File: config.mk
export PLATFORM = sky130hd
export DESIGN_NAME = altitude_velocity_smoother
export DESIGN_NICKNAME = d
export VERILOG_FILES = /design/src/design/avs_pkg.sv /design/src/design/avs_mul.sv /design/src/design/avs_div.sv /design/src/design/altitude_velocity_smoother.sv
export SDC_FILE = /design/constraint.sdc
export NUM_CORES = 1
export LEC_CHECK = 0
export BUFFER_PORTS_ARGS = -buffer_cell sky130_fd_sc_hd__clkbuf_2
export CORE_MARGIN = 2
export CORE_UTILIZATION = 55
export DETAILED_ROUTE_END_ITERATION = 8
export PLACE_DENSITY = 0.78
export SLEW_MARGIN = 20
export SYNTH_ARGS = -nofsm -noshare
export SYNTH_HDL_FRONTEND = slang
export SYNTH_SLANG_ARGS = --single-unit
File: constraint.sdc
create_clock -name clk -period 19.7 [get_ports clk]
set_input_delay 0 -clock clk [delete_from_list [all_inputs] [get_ports clk]]
set_output_delay 0 -clock clk [all_outputs]
set_load 0.1 [all_outputs]
File: src/design/avs_pkg.sv
// shared constants and types for the altitude and velocity smoother
package avs_pkg;

  // default number of fractional bits of the smoothing factor
  localparam int FRAC_BITS_DEF = 16;

  // field widths
  localparam int ALT_W  = 27;
  localparam int TIME_W = 32;
  localparam int VEL_W  = 23;

  // altitude difference, one bit wider than the altitude
  localparam int DIFF_W = ALT_W + 1;
  // magnitude of the altitude step times 1000
  localparam int NUM_W  = DIFF_W + 9;
  // signed raw velocity before smoothing
  localparam int RAW_W  = VEL_W + 1;

  // velocity saturation limit in mm/s
  localparam logic [NUM_W-1:0] VEL_LIMIT = NUM_W'(4000000);

  // stream word widths
  localparam int IN_DATA_W  = 64;
  localparam int OUT_DATA_W = 56;

  typedef enum logic [2:0] {
    ST_IDLE,
    ST_MUL_ALT,
    ST_DIV,
    ST_MUL_VEL,
    ST_DONE
  } avs_state_t;

endpackage

File: src/design/avs_mul.sv
// bit-serial shift-add multiplier with round half up and a fractional shift
module avs_mul #(
  parameter int D_W  = avs_pkg::DIFF_W,
  parameter int FRAC = avs_pkg::FRAC_BITS_DEF
) (
  input  logic                  clk,
  input  logic                  rst_n,
  input  logic                  start,
  input  logic signed [D_W-1:0] mcand,
  input  logic [FRAC:0]         mplier,
  output logic                  done,
  output logic signed [D_W+1:0] step
);

  localparam int A_W   = FRAC + 1;
  localparam int CNT_W = $clog2(A_W + 1);

  logic                  busy_r;
  logic                  done_r;
  logic [CNT_W-1:0]      cnt_r;
  logic signed [D_W-1:0] mcand_r;
  logic signed [D_W:0]   hi_r;
  logic [A_W-1:0]        lo_r;
  logic signed [D_W:0]   sum;

  // add the multiplicand when the current multiplier bit is set
  assign sum = lo_r[0] ? (hi_r + {mcand_r[D_W-1], mcand_r}) : hi_r;

  // control
  always_ff @(posedge clk) begin
    if (!rst_n) begin
      busy_r <= 1'b0;
      done_r <= 1'b0;
      cnt_r  <= '0;
    end else begin
      done_r <= 1'b0;
      if (start) begin
        busy_r <= 1'b1;
        cnt_r  <= '0;
      end else if (busy_r) begin
        cnt_r <= cnt_r + CNT_W'(1);
        if (cnt_r == CNT_W'(A_W - 1)) begin
          busy_r <= 1'b0;
          done_r <= 1'b1;
        end
      end
    end
  end

  // product shifts right one bit a cycle, multiplier bits drop out below
  always_ff @(posedge clk) begin
    if (start) begin
      mcand_r <= mcand;
      hi_r    <= '0;
      lo_r    <= mplier;
    end else if (busy_r) begin
      hi_r <= sum >>> 1;
      lo_r <= {sum[0], lo_r[A_W-1:1]};
    end
  end

  // floor((p + half) / 2^FRAC) = (p >>> FRAC) + p[FRAC-1]
  assign step = {hi_r, lo_r[A_W-1]} + (D_W+2)'(lo_r[A_W-2]);
  assign done = done_r;

endmodule

File: src/design/avs_div.sv
// restoring divider, one quotient bit per cycle
module avs_div #(
  parameter int N_W = avs_pkg::NUM_W,
  parameter int D_W = avs_pkg::TIME_W
) (
  input  logic           clk,
  input  logic           rst_n,
  input  logic           start,
  input  logic [N_W-1:0] dividend,
  input  logic [D_W-1:0] divisor,
  output logic           done,
  output logic [N_W-1:0] quotient
);

  localparam int CNT_W = $clog2(N_W + 1);

  logic             busy_r;
  logic             done_r;
  logic [CNT_W-1:0] cnt_r;
  logic [D_W-1:0]   dvs_r;
  logic [D_W-1:0]   rem_r;
  logic [N_W-1:0]   q_r;
  logic [D_W+1:0]   diff;

  // trial subtract of the shifted remainder
  assign diff = {1'b0, rem_r, q_r[N_W-1]} - {2'b00, dvs_r};

  // control
  always_ff @(posedge clk) begin
    if (!rst_n) begin
      busy_r <= 1'b0;
      done_r <= 1'b0;
      cnt_r  <= '0;
    end else begin
      done_r <= 1'b0;
      if (start) begin
        busy_r <= 1'b1;
        cnt_r  <= '0;
      end else if (busy_r) begin
        cnt_r <= cnt_r + CNT_W'(1);
        if (cnt_r == CNT_W'(N_W - 1)) begin
          busy_r <= 1'b0;
          done_r <= 1'b1;
        end
      end
    end
  end

  // dividend shifts out of the top while quotient bits shift in below
  always_ff @(posedge clk) begin
    if (start) begin
      dvs_r <= divisor;
      rem_r <= '0;
      q_r   <= dividend;
    end else if (busy_r) begin
      if (!diff[D_W+1]) begin
        rem_r <= diff[D_W-1:0];
        q_r   <= {q_r[N_W-2:0], 1'b1};
      end else begin
        rem_r <= {rem_r[D_W-2:0], q_r[N_W-1]};
        q_r   <= {q_r[N_W-2:0], 1'b0};
      end
    end
  end

  assign done     = done_r;
  assign quotient = q_r;

endmodule

File: src/design/altitude_velocity_smoother.sv
// altitude smoother with velocity estimate, serial multiply and divide
// one word in flight: each word passes the bit-serial multiplier for the altitude,
// the divider and the multiplier again for the velocity; when no time has elapsed
// only the altitude multiply runs, and the next word is taken once the result
// register is free
// reset: synchronous active low, clears estimates and timestamp, factor to ~0.1
module altitude_velocity_smoother #(
  parameter int FRAC_BITS = avs_pkg::FRAC_BITS_DEF
) (
  input  logic                                clk,
  input  logic                                rst_n,
  // altitude_sample [26:0], sample_time [58:27]
  input  logic [avs_pkg::IN_DATA_W-1:0]       in_tdata,
  input  logic                                in_tvalid,
  output logic                                in_tready,
  // smoothed_altitude [26:0], smoothed_velocity [49:27]
  output logic [avs_pkg::OUT_DATA_W-1:0]      out_tdata,
  // time_stalled [0]
  output logic                                out_tuser,
  output logic                                out_tvalid,
  input  logic                                out_tready,
  input  logic                                cfg_wr_en,
  input  logic [FRAC_BITS:0]                  cfg_wr_data
);

  localparam int ALT_W  = avs_pkg::ALT_W;
  localparam int TIME_W = avs_pkg::TIME_W;
  localparam int VEL_W  = avs_pkg::VEL_W;
  localparam int DIFF_W = avs_pkg::DIFF_W;
  localparam int NUM_W  = avs_pkg::NUM_W;
  localparam int RAW_W  = avs_pkg::RAW_W;
  localparam int A_W    = FRAC_BITS + 1;
  localparam logic [A_W-1:0] ONE          = {1'b1, {FRAC_BITS{1'b0}}};
  localparam logic [A_W-1:0] FACTOR_RESET = A_W'(((1 << FRAC_BITS) + 5) / 10);

  avs_pkg::avs_state_t state_r, state_nxt;

  logic [A_W-1:0]           factor_r;
  logic [A_W-1:0]           a_r;
  logic signed [ALT_W-1:0]  alt_est_r;
  logic signed [VEL_W-1:0]  vel_est_r;
  logic [TIME_W-1:0]        prev_time_r;
  logic [TIME_W-1:0]        dt_r;
  logic                     stalled_r;
  logic signed [ALT_W-1:0]  new_alt_r;
  logic signed [VEL_W-1:0]  new_vel_r;
  logic                     neg_r;
  logic [ALT_W+VEL_W-1:0]   out_data_r;
  logic                     out_user_r;
  logic                     out_valid_r;

  logic signed [ALT_W-1:0]  sample;
  logic [TIME_W-1:0]        now;
  logic                     in_acc;
  logic [A_W-1:0]           a_lim;
  logic [A_W-1:0]           mul_mplier;
  logic                     mul_start;
  logic                     mul_done;
  logic signed [DIFF_W-1:0] mul_mcand;
  logic signed [DIFF_W+1:0] mul_step;
  logic                     div_start;
  logic                     div_done;
  logic [NUM_W-1:0]         quot;
  logic signed [DIFF_W-1:0] d_alt;
  logic signed [ALT_W-1:0]  new_alt;
  logic signed [DIFF_W-1:0] delta;
  logic signed [NUM_W:0]    delta_x;
  logic signed [NUM_W:0]    num;
  logic [NUM_W:0]           num_abs;
  logic [NUM_W-1:0]         mag_sat;
  logic signed [RAW_W-1:0]  raw;
  logic signed [RAW_W:0]    d_vel;
  logic signed [VEL_W-1:0]  new_vel;
  logic                     out_free;

  // input word fields
  assign sample = in_tdata[ALT_W-1:0];
  assign now    = in_tdata[ALT_W +: TIME_W];
  assign in_acc = in_tvalid && in_tready;

  // factor above one acts as one
  assign a_lim = (factor_r > ONE) ? ONE : factor_r;

  // altitude error against the current estimate
  assign d_alt   = {sample[ALT_W-1], sample} - {alt_est_r[ALT_W-1], alt_est_r};
  assign new_alt = ALT_W'(alt_est_r + mul_step);
  assign delta   = {new_alt[ALT_W-1], new_alt} - {alt_est_r[ALT_W-1], alt_est_r};

  // times 1000 as 1024 - 16 - 8
  assign delta_x = (NUM_W+1)'(delta);
  assign num     = (delta_x <<< 10) - (delta_x <<< 4) - (delta_x <<< 3);
  assign num_abs = num[NUM_W] ? (NUM_W+1)'(-num) : num;

  // saturate the raw velocity and restore its sign
  assign mag_sat = (quot > avs_pkg::VEL_LIMIT) ? avs_pkg::VEL_LIMIT : quot;
  assign raw     = neg_r ? -RAW_W'(mag_sat) : RAW_W'(mag_sat);
  assign d_vel   = {raw[RAW_W-1], raw} - (RAW_W+1)'(vel_est_r);
  assign new_vel = VEL_W'(vel_est_r + mul_step);

  // the multiplier sees the altitude error first, the velocity error second
  assign mul_mcand  = (state_r == avs_pkg::ST_IDLE) ? d_alt : DIFF_W'(d_vel);
  assign mul_mplier = (state_r == avs_pkg::ST_IDLE) ? a_lim : a_r;

  assign out_free = !out_valid_r || out_tready;

  avs_mul #(
    .D_W  (DIFF_W),
    .FRAC (FRAC_BITS)
  ) u_mul (
    .clk    (clk),
    .rst_n  (rst_n),
    .start  (mul_start),
    .mcand  (mul_mcand),
    .mplier (mul_mplier),
    .done   (mul_done),
    .step   (mul_step)
  );

  avs_div #(
    .N_W (NUM_W),
    .D_W (TIME_W)
  ) u_div (
    .clk      (clk),
    .rst_n    (rst_n),
    .start    (div_start),
    .dividend (num_abs[NUM_W-1:0]),
    .divisor  (dt_r),
    .done     (div_done),
    .quotient (quot)
  );

  // state register
  always_ff @(posedge clk) begin
    if (!rst_n) begin
      state_r <= avs_pkg::ST_IDLE;
    end else begin
      state_r <= state_nxt;
    end
  end

  // next state and unit strobes
  always_comb begin
    state_nxt = state_r;
    mul_start = 1'b0;
    div_start = 1'b0;
    in_tready = 1'b0;
    unique case (state_r)
      avs_pkg::ST_IDLE: begin
        in_tready = 1'b1;
        if (in_tvalid) begin
          mul_start = 1'b1;
          state_nxt = avs_pkg::ST_MUL_ALT;
        end
      end
      avs_pkg::ST_MUL_ALT: begin
        if (mul_done) begin
          if (stalled_r) begin
            state_nxt = avs_pkg::ST_DONE;
          end else begin
            div_start = 1'b1;
            state_nxt = avs_pkg::ST_DIV;
          end
        end
      end
      avs_pkg::ST_DIV: begin
        if (div_done) begin
          mul_start = 1'b1;
          state_nxt = avs_pkg::ST_MUL_VEL;
        end
      end
      avs_pkg::ST_MUL_VEL: begin
        if (mul_done) begin
          state_nxt = avs_pkg::ST_DONE;
        end
      end
      avs_pkg::ST_DONE: begin
        if (out_free) begin
          state_nxt = avs_pkg::ST_IDLE;
        end
      end
      default: begin
        state_nxt = avs_pkg::ST_IDLE;
      end
    endcase
  end

  // factor register and filter state
  always_ff @(posedge clk) begin
    if (!rst_n) begin
      factor_r    <= FACTOR_RESET;
      alt_est_r   <= '0;
      vel_est_r   <= '0;
      prev_time_r <= '0;
    end else begin
      if (cfg_wr_en) begin
        factor_r <= cfg_wr_data;
      end
      if (in_acc) begin
        prev_time_r <= now;
      end
      if (state_r == avs_pkg::ST_DONE && out_free) begin
        alt_est_r <= new_alt_r;
        if (!stalled_r) begin
          vel_est_r <= new_vel_r;
        end
      end
    end
  end

  // per-word working registers
  always_ff @(posedge clk) begin
    if (in_acc) begin
      a_r       <= a_lim;
      dt_r      <= now - prev_time_r;
      stalled_r <= (now == prev_time_r);
    end
    if (state_r == avs_pkg::ST_MUL_ALT && mul_done) begin
      new_alt_r <= new_alt;
      neg_r     <= num[NUM_W];
    end
    if (state_r == avs_pkg::ST_MUL_VEL && mul_done) begin
      new_vel_r <= new_vel;
    end
  end

  // output register
  always_ff @(posedge clk) begin
    if (!rst_n) begin
      out_valid_r <= 1'b0;
    end else if (state_r == avs_pkg::ST_DONE && out_free) begin
      out_valid_r <= 1'b1;
    end else if (out_tready) begin
      out_valid_r <= 1'b0;
    end
  end

  always_ff @(posedge clk) begin
    if (state_r == avs_pkg::ST_DONE && out_free) begin
      out_data_r <= {(stalled_r ? vel_est_r : new_vel_r), new_alt_r};
      out_user_r <= stalled_r;
    end
  end

  assign out_tvalid = out_valid_r;
  assign out_tdata  = {{(avs_pkg::OUT_DATA_W - ALT_W - VEL_W){1'b0}}, out_data_r};
  assign out_tuser  = out_user_r;

endmodule

-- Word-level counts from Yosys, hierarchy flattened
Index checks and enable logic that the tools add are counted.
- bits in registers: 444
- bits in latches: 0
- RAM bits: 0
- ROM bits: 0
- bits of input ports: 86
- logic and storage cells: 111
- memories kept: 0
- add/sub/neg operators: 15
- $mul: 0
- div/mod/pow operators: 0
- magnitude comparators: 2
- equality and inequality tests: 12
- shift operators: 0
- muxes and demuxes: 38
- bitwise logic cells: 3
- reductions and logical operators: 15
- operator list (cell ; count):
    two-way mux 37 bit ; 3
    two-way mux 17 bit ; 4
    subtractor 27 x 27 -> 28 bit ; 2
    two-way mux 24 bit ; 2
    subtractor 38 x 31 -> 38 bit ; 1
    subtractor 38 x 32 -> 38 bit ; 1
    > comparator 37 x 22 -> 1 bit, second input constant ; 1
    negation 37 bit ; 1
    subtractor 33 x 32 -> 34 bit ; 1
    == test 32 bit ; 1
    two-way mux 32 bit ; 1
    subtractor 32 bit ; 1
    adder 28 x 28 -> 29 bit ; 1
    two-way mux 29 bit ; 1
    two-way mux 28 bit ; 1
    adder 27 x 2 -> 27 bit ; 1
    adder 27 bit ; 1
    subtractor 24 x 23 -> 25 bit ; 1
    negation 24 bit ; 1
    adder 23 bit ; 1
    two-way mux 23 bit ; 1
    two-way mux 3 bit ; 6
    > comparator 17 bit, second input constant ; 1
    two-way mux 1 bit ; 17
    20 further kinds ; 33

-- Depth between registers and ports, before layout
- depth in word-level cells: 8
- gate-level depth with buffers: 45

-- Hierarchy
From an unflattened synthesis, not the netlist that was laid out.
- cells, all modules: 3524
- area total of the unflattened synthesis: 32123.3 um2
- modules (own cells, without submodules) (module ; instances ; cells an instance ; area an instance (um2)):
    altitude_velocity_smoother ; 1 ; 2405 ; 20918.8
    avs_div ; 1 ; 563 ; 6064.6
    avs_mul ; 1 ; 556 ; 5139.9

-- Least setup slack after synthesis
OpenSTA, ideal clock, no wires.
- path type: reg-to-reg
- from: reg u_mul.hi_r[1]
- to: reg u_div.q_r[35] (netlist: u_div.quotient[35]), data pin
- setup time: 0.260 ns
- arrival: 8.422 ns
- data required time: 19.440 ns
- path slack: 11.018 ns
- cell stages (with the launch flop): 42
- period minus slack after synthesis: 8.682 ns
- cells stage by stage: dfxtp_1 > and3_1 > and3_1 > and2_1 > clkbuf_1 > and3_1 > nand2_1 > xnor2_1 > ha_1 > a21o_1 > a21oi_1 > nor2b_1 > or2_2 > a21o_1 > o21bai_1 > a21oi_1 > xnor2_1 > ha_1 > [6 not listed] > a21o_1 > xnor2_1 > inv_1 > fa_1 > inv_1 > ha_1 > and3_1 > a31oi_1 > o21ai_0 > a31oi_2 > o21ai_1 > o41ai_2 > xor2_1 > or4_1 > o311ai_1 > a21oi_1 > xnor2_1 > mux2_2
- cells in the longest elaborated chain, start to end: 8
- RTL lines (item ; RTL line ; text):
    from (decl) ; avs_mul.sv:22 ; logic signed [D_W:0] hi_r;
    from (signal assigned) ; avs_mul.sv:57 ; hi_r <= sum >>> 1;
    adder 27 x 2 -> 27 bit (*) ; avs_mul.sv:63 ; assign step = {hi_r, lo_r[A_W-1]} + (D_W+2)'(lo_r[A_W-2]);
    adder 27 bit (*) ; altitude_velocity_smoother.sv:86 ; assign new_alt = ALT_W'(alt_est_r + mul_step);
    via new_alt[14] ; altitude_velocity_smoother.sv:65 ; logic signed [ALT_W-1:0] new_alt;
    subtractor 27 x 27 -> 28 bit (*) ; altitude_velocity_smoother.sv:87 ; assign delta = {new_alt[ALT_W-1], new_alt} - {alt_est_r[ALT_W-1], alt_est_r};
    subtractor 38 x 32 -> 38 bit ; altitude_velocity_smoother.sv:91 ; assign num = (delta_x <<< 10) - (delta_x <<< 4) - (delta_x <<< 3);
    subtractor 38 x 31 -> 38 bit (*) ; altitude_velocity_smoother.sv:91 ;
    negation 37 bit ; altitude_velocity_smoother.sv:92 ; assign num_abs = num[NUM_W] ? (NUM_W+1)'(-num) : num;
    two-way mux 37 bit (*) ; altitude_velocity_smoother.sv:92 ;
    two-way mux 37 bit (*) ; avs_div.sv:51 ; if (start) begin
    to (signal assigned) ; avs_div.sv:54 ; q_r <= dividend;
    to (signal assigned) ; avs_div.sv:58 ; q_r <= {q_r[N_W-2:0], 1'b1};
    to (signal assigned) ; avs_div.sv:61 ; q_r <= {q_r[N_W-2:0], 1'b0};
    to (decl) ; avs_div.sv:22 ; logic [N_W-1:0] q_r;
The timed path passes the listed nets; every way through them passes the cells marked *.
A chain may end at the register's enable or synchronous reset.

-- Final worst setup path
- from: reg u_mul.lo_r[15]
- to: reg u_div.q_r[35] (netlist: u_div.quotient[35]), data pin
- cells in the longest elaborated chain, start to end: 8
- RTL lines (item ; RTL line ; text):
    from (decl) ; avs_mul.sv:23 ; logic [A_W-1:0] lo_r;
    from (signal assigned) ; avs_mul.sv:55 ; lo_r <= mplier;
    from (signal assigned) ; avs_mul.sv:58 ; lo_r <= {sum[0], lo_r[A_W-1:1]};
    adder 27 x 2 -> 27 bit (*) ; avs_mul.sv:63 ;
    adder 27 bit (*) ; altitude_velocity_smoother.sv:86 ;
    via new_alt[14] ; altitude_velocity_smoother.sv:65 ;
    subtractor 27 x 27 -> 28 bit (*) ; altitude_velocity_smoother.sv:87 ;
    subtractor 38 x 32 -> 38 bit ; altitude_velocity_smoother.sv:91 ;
    subtractor 38 x 31 -> 38 bit (*) ; altitude_velocity_smoother.sv:91 ;
    negation 37 bit ; altitude_velocity_smoother.sv:92 ;
    two-way mux 37 bit (*) ; altitude_velocity_smoother.sv:92 ;
    two-way mux 37 bit (*) ; avs_div.sv:51 ;
Marks and branches as above.

==> impl_metrics.yaml <==
run_status:
  status: "finished, final reports clean"
sta:
  slew_viol_final: 0
  max-slew-margin-rel: 0.3613
  setup_viol: 0
  fin_crit_ns: 10.70
  tightest_slew_ns: 0.9580
  rsz0062_at_grt: "false"
  setup_tns_ns: 0
  fin_crit_sh: 0.5434
  fin_skew_ns: 0.01993
  finalHoldViolations: 0
  max_freq_mhz: 93.41
worst_setup_path:
  cp_data_required_time_ns: 20.06
  slowest_stage: "o41ai_1"
  crit_start: "u_mul.lo_r[15]"
  crit_top_cell: "ha_1"
  crit_path_end_kind: "flip-flop"
  worstPathArrival_ns: 11.06
  cp_max_fo: 7
  crit_path_start_kind: "flip-flop"
  crit_type: "reg -> reg"
  reg2reg_from: "u_mul.lo_r[15]"
  crit_path_max_incr_delay_ns: 0.76
  rr_worst_depth: 37
clock_network:
  post_cts_resized: 0
  cts_setup_buffers: 0
  cts_max_path_buffers: 3
  cts_buffers: 50
  cts_max_level: 2
  cts-root-buf: "clkbuf_16"
  cts_sinks: 444
  cts_tree: "done"
  clkSlewWorstSetupHoldPaths_ns: 0.07
  clk_latency_ns: 0.62
die:
  start_util: 0.5586
  pin_count: 145
  die_area_um2: 58080
  coreArea_um2: 55310
  core.rowCount: 86
  die_h_um: 241.0
  dieWidth_um: 241.0
placed_design:
  port-buffer-count: 133
  hpwl_um: 56810
  gp_congestion: 0.9483
global_routing:
  grt_pass1_wl_um: 125800
  grt_start_max_net_pins: 75
  grt_usage: 0.2724
  grt_pass1_vias: 23984
  grt-ovfl-total: 0
  antenna_found_initial: 0
route:
  via_per_inst: 5.831
  m1WireLength_um: 35470
  detail-route-antenna-nets: 0
  totalWireLength_um: 80150
  drtPass1Iterations: 8
  highest-signal-layer: "met4"
  drc: 0
  wl_met2_um: 37810
  drtIter0Drc: 2001
  dr_total_vias: 25475
  wl_met3_um: 4379
  drt-wirelength-per-cell_um: 18.35
synthesis:
  synthArstFlopShare: 0
  yosys_register_bits: 444
  ys_warn_count: 0
  synth_cell_types: 91
  synth-edff-count: 266
  synth_area_um2: 30890
  ys.flop_type: "edfxtp_1"
  ys_seq_area_frac: 0.3739
  syn_area_per_cell_um2: 9.084
  synthCells: 3401
pwr:
  p_leak_nw: 14.28
  finalPower_mw: 5.933
  power.density_nw_per_um2: 170.6
  irDropWorstVdd_mv: 0.1856
job:
  cap_violations: 0
cells_and_area:
  syn_to_final_growth_pct: 12.57
  drive_gt1_frac: 0.08727
  nets: 3957
  antenna_cells: 0
worst_hold_path:
  hold_class: "in -> reg"
  whs_path_depth: 5
  worstHoldStart: "in_tdata[2]"
==> sequential cells by signal, summed over array words and instances, names as in the netlist, 3 cells and up <==
signal	cells
a_r	17
prev_time_r	32
factor_r	17
u_mul.mcand_r	28
new_alt_r	27
u_div.dvs_r	32
dt_r	32
u_div.rem_r	32
vel_est_r	23
state_r	3
out_data_r	50
u_mul.cnt_r	5
u_mul.hi_r	28
alt_est_r	27
u_div.quotient	37
u_mul.lo_r	17
new_vel_r	23
u_div.cnt_r	6
==> per-stage QoR <==
step,utilization,hold WS (ns),setup WS (ns),area [um2],instances
finish,0.6288,0.03613,8.995,34780,4369
global route,0.6288,0.04987,8.444,34780,4369
CTS,0.6288,0.01248,9.284,34780,4369
detailed placement,0.5826,0.2198,9.325,32220,4187
global placement,0.5826,0.2173,9.518,32220,4187
floorplan,-,0.1290,11.02,30910,3406
==> area by class of cell <==
class	count	area [um2]
fill	4599	20530
multi-input combinational	2604	18010
sequential	444	11550
timing repair buffer	244	1722
clock buffer	68	1410
tap	748	935.9
inverter	235	884.6
clock inverter	26	264.0
==> power breakdown <==
part / switching, mW / leakage, nW / total, mW / internal (mW)
Combinational: 2.36 / 9.54 / 3.89 / 1.54
Clock: 0.405 / 0.812 / 0.950 / 0.545
Sequential: 0.0392 / 3.92 / 1.09 / 1.05
==> cells in the mapped netlist (21+ instances only) <==
master / count / area share
nand2_1: 387 / 0.047
mux2_2: 26 / 0.0095
o21ai_0: 193 / 0.031
mux2i_1: 56 / 0.018
nand4_1: 27 / 0.0055
o21bai_1: 39 / 0.0095
dfxtp_1: 178 / 0.12
xnor2_1: 186 / 0.053
ha_1: 266 / 0.11
a21boi_0: 91 / 0.022
a21o_1: 108 / 0.026
a31oi_1: 37 / 0.0075
fa_1: 26 / 0.017
inv_1: 230 / 0.028
edfxtp_1: 266 / 0.26
o21ai_1: 40 / 0.0065
a211oi_1: 30 / 0.0073
nor2b_1: 65 / 0.013
or3_1: 21 / 0.0043
nand3_1: 50 / 0.0081
clkbuf_1: 96 / 0.012
nor3_1: 52 / 0.0084
xor2_1: 100 / 0.028
a21oi_1: 249 / 0.040
nor2_1: 213 / 0.026
nand2b_1: 43 / 0.0087
o21a_1: 38 / 0.0092
and2_1: 22 / 0.0045
and3_1: 26 / 0.0053
==> final timing paths <==
| path | end | slack (ns) |
|---|---|---|
| worst min-delay path | u_mul.mcand_r[2] | 0.04 |
| worst min register to register | u_div.dvs_r[5] | 0.41 |
| worst max-delay path | u_div.quotient[35] | 9.00 |
| worst max register to register | u_div.quotient[35] | 9.00 |
==> per-layer routing <==
| metal | global-route usage | vias up |
|---|---|---|
| li1 | - | 12481 |
| met5 | 0 | - |
| met4 | 0.08979 | 0 |
| met2 | 0.4605 | 788 |
| met1 | 0.3650 | 12059 |
| met3 | 0.02985 | 147 |
==> worst max-delay path, delay by kind of cell, from the launching register on <==
kind | cells | cell delay (ns)
adders and majority gates | 6 | 2.35
xor gates and xnor gates | 5 | 1.22
DFF | 1 | 0.36
AOI/OAI and AO/OA | 19 | 5.03
buffers and inverters | 2 | 0.23
muxes | 1 | 0.26
and+or+nand+nor | 4 | 1.00
==> cells in the final DEF, fill, tap and decap left out, types with 38 or more instances in the layout <==
master / netlist / final
nor3_1: 52 / 51
a21o_1: 108 / 108
clkbuf_2: 0 / 132
o21a_1: 38 / 38
clkbuf_16: 0 / 51
nand2b_1: 43 / 42
inv_1: 230 / 227
a21boi_0: 91 / 91
ha_1: 266 / 266
mux2i_1: 56 / 56
dlygate4sd3_1: 0 / 88
xnor2_1: 186 / 186
o21bai_1: 39 / 39
o21ai_1: 40 / 40
o21ai_0: 193 / 193
dfxtp_1: 178 / 176
nor2b_1: 65 / 65
nand2_1: 387 / 387
xor2_1: 100 / 100
edfxtp_1: 266 / 266
nand3_1: 50 / 49
a21oi_1: 249 / 249
nor2_1: 213 / 213
==> cell families after synthesis <==
group                      share of synthesized area
and+or+nand+nor                               0.1509
AOI/OAI and AO/OA                             0.1971
DFF                                           0.3739
buffers and inverters                        0.04475
adders and majority gates                     0.1246
xor gates and xnor gates                     0.08108
muxes                                        0.02762
other                                      0.0001214
==> repair_timing <==
item	CTS	global route
endpoints found under the setup margin	0	0
hold endpoints to repair	109	0
hold buffers	88	0
No activity file was read; power rests on OpenSTA's default activity.
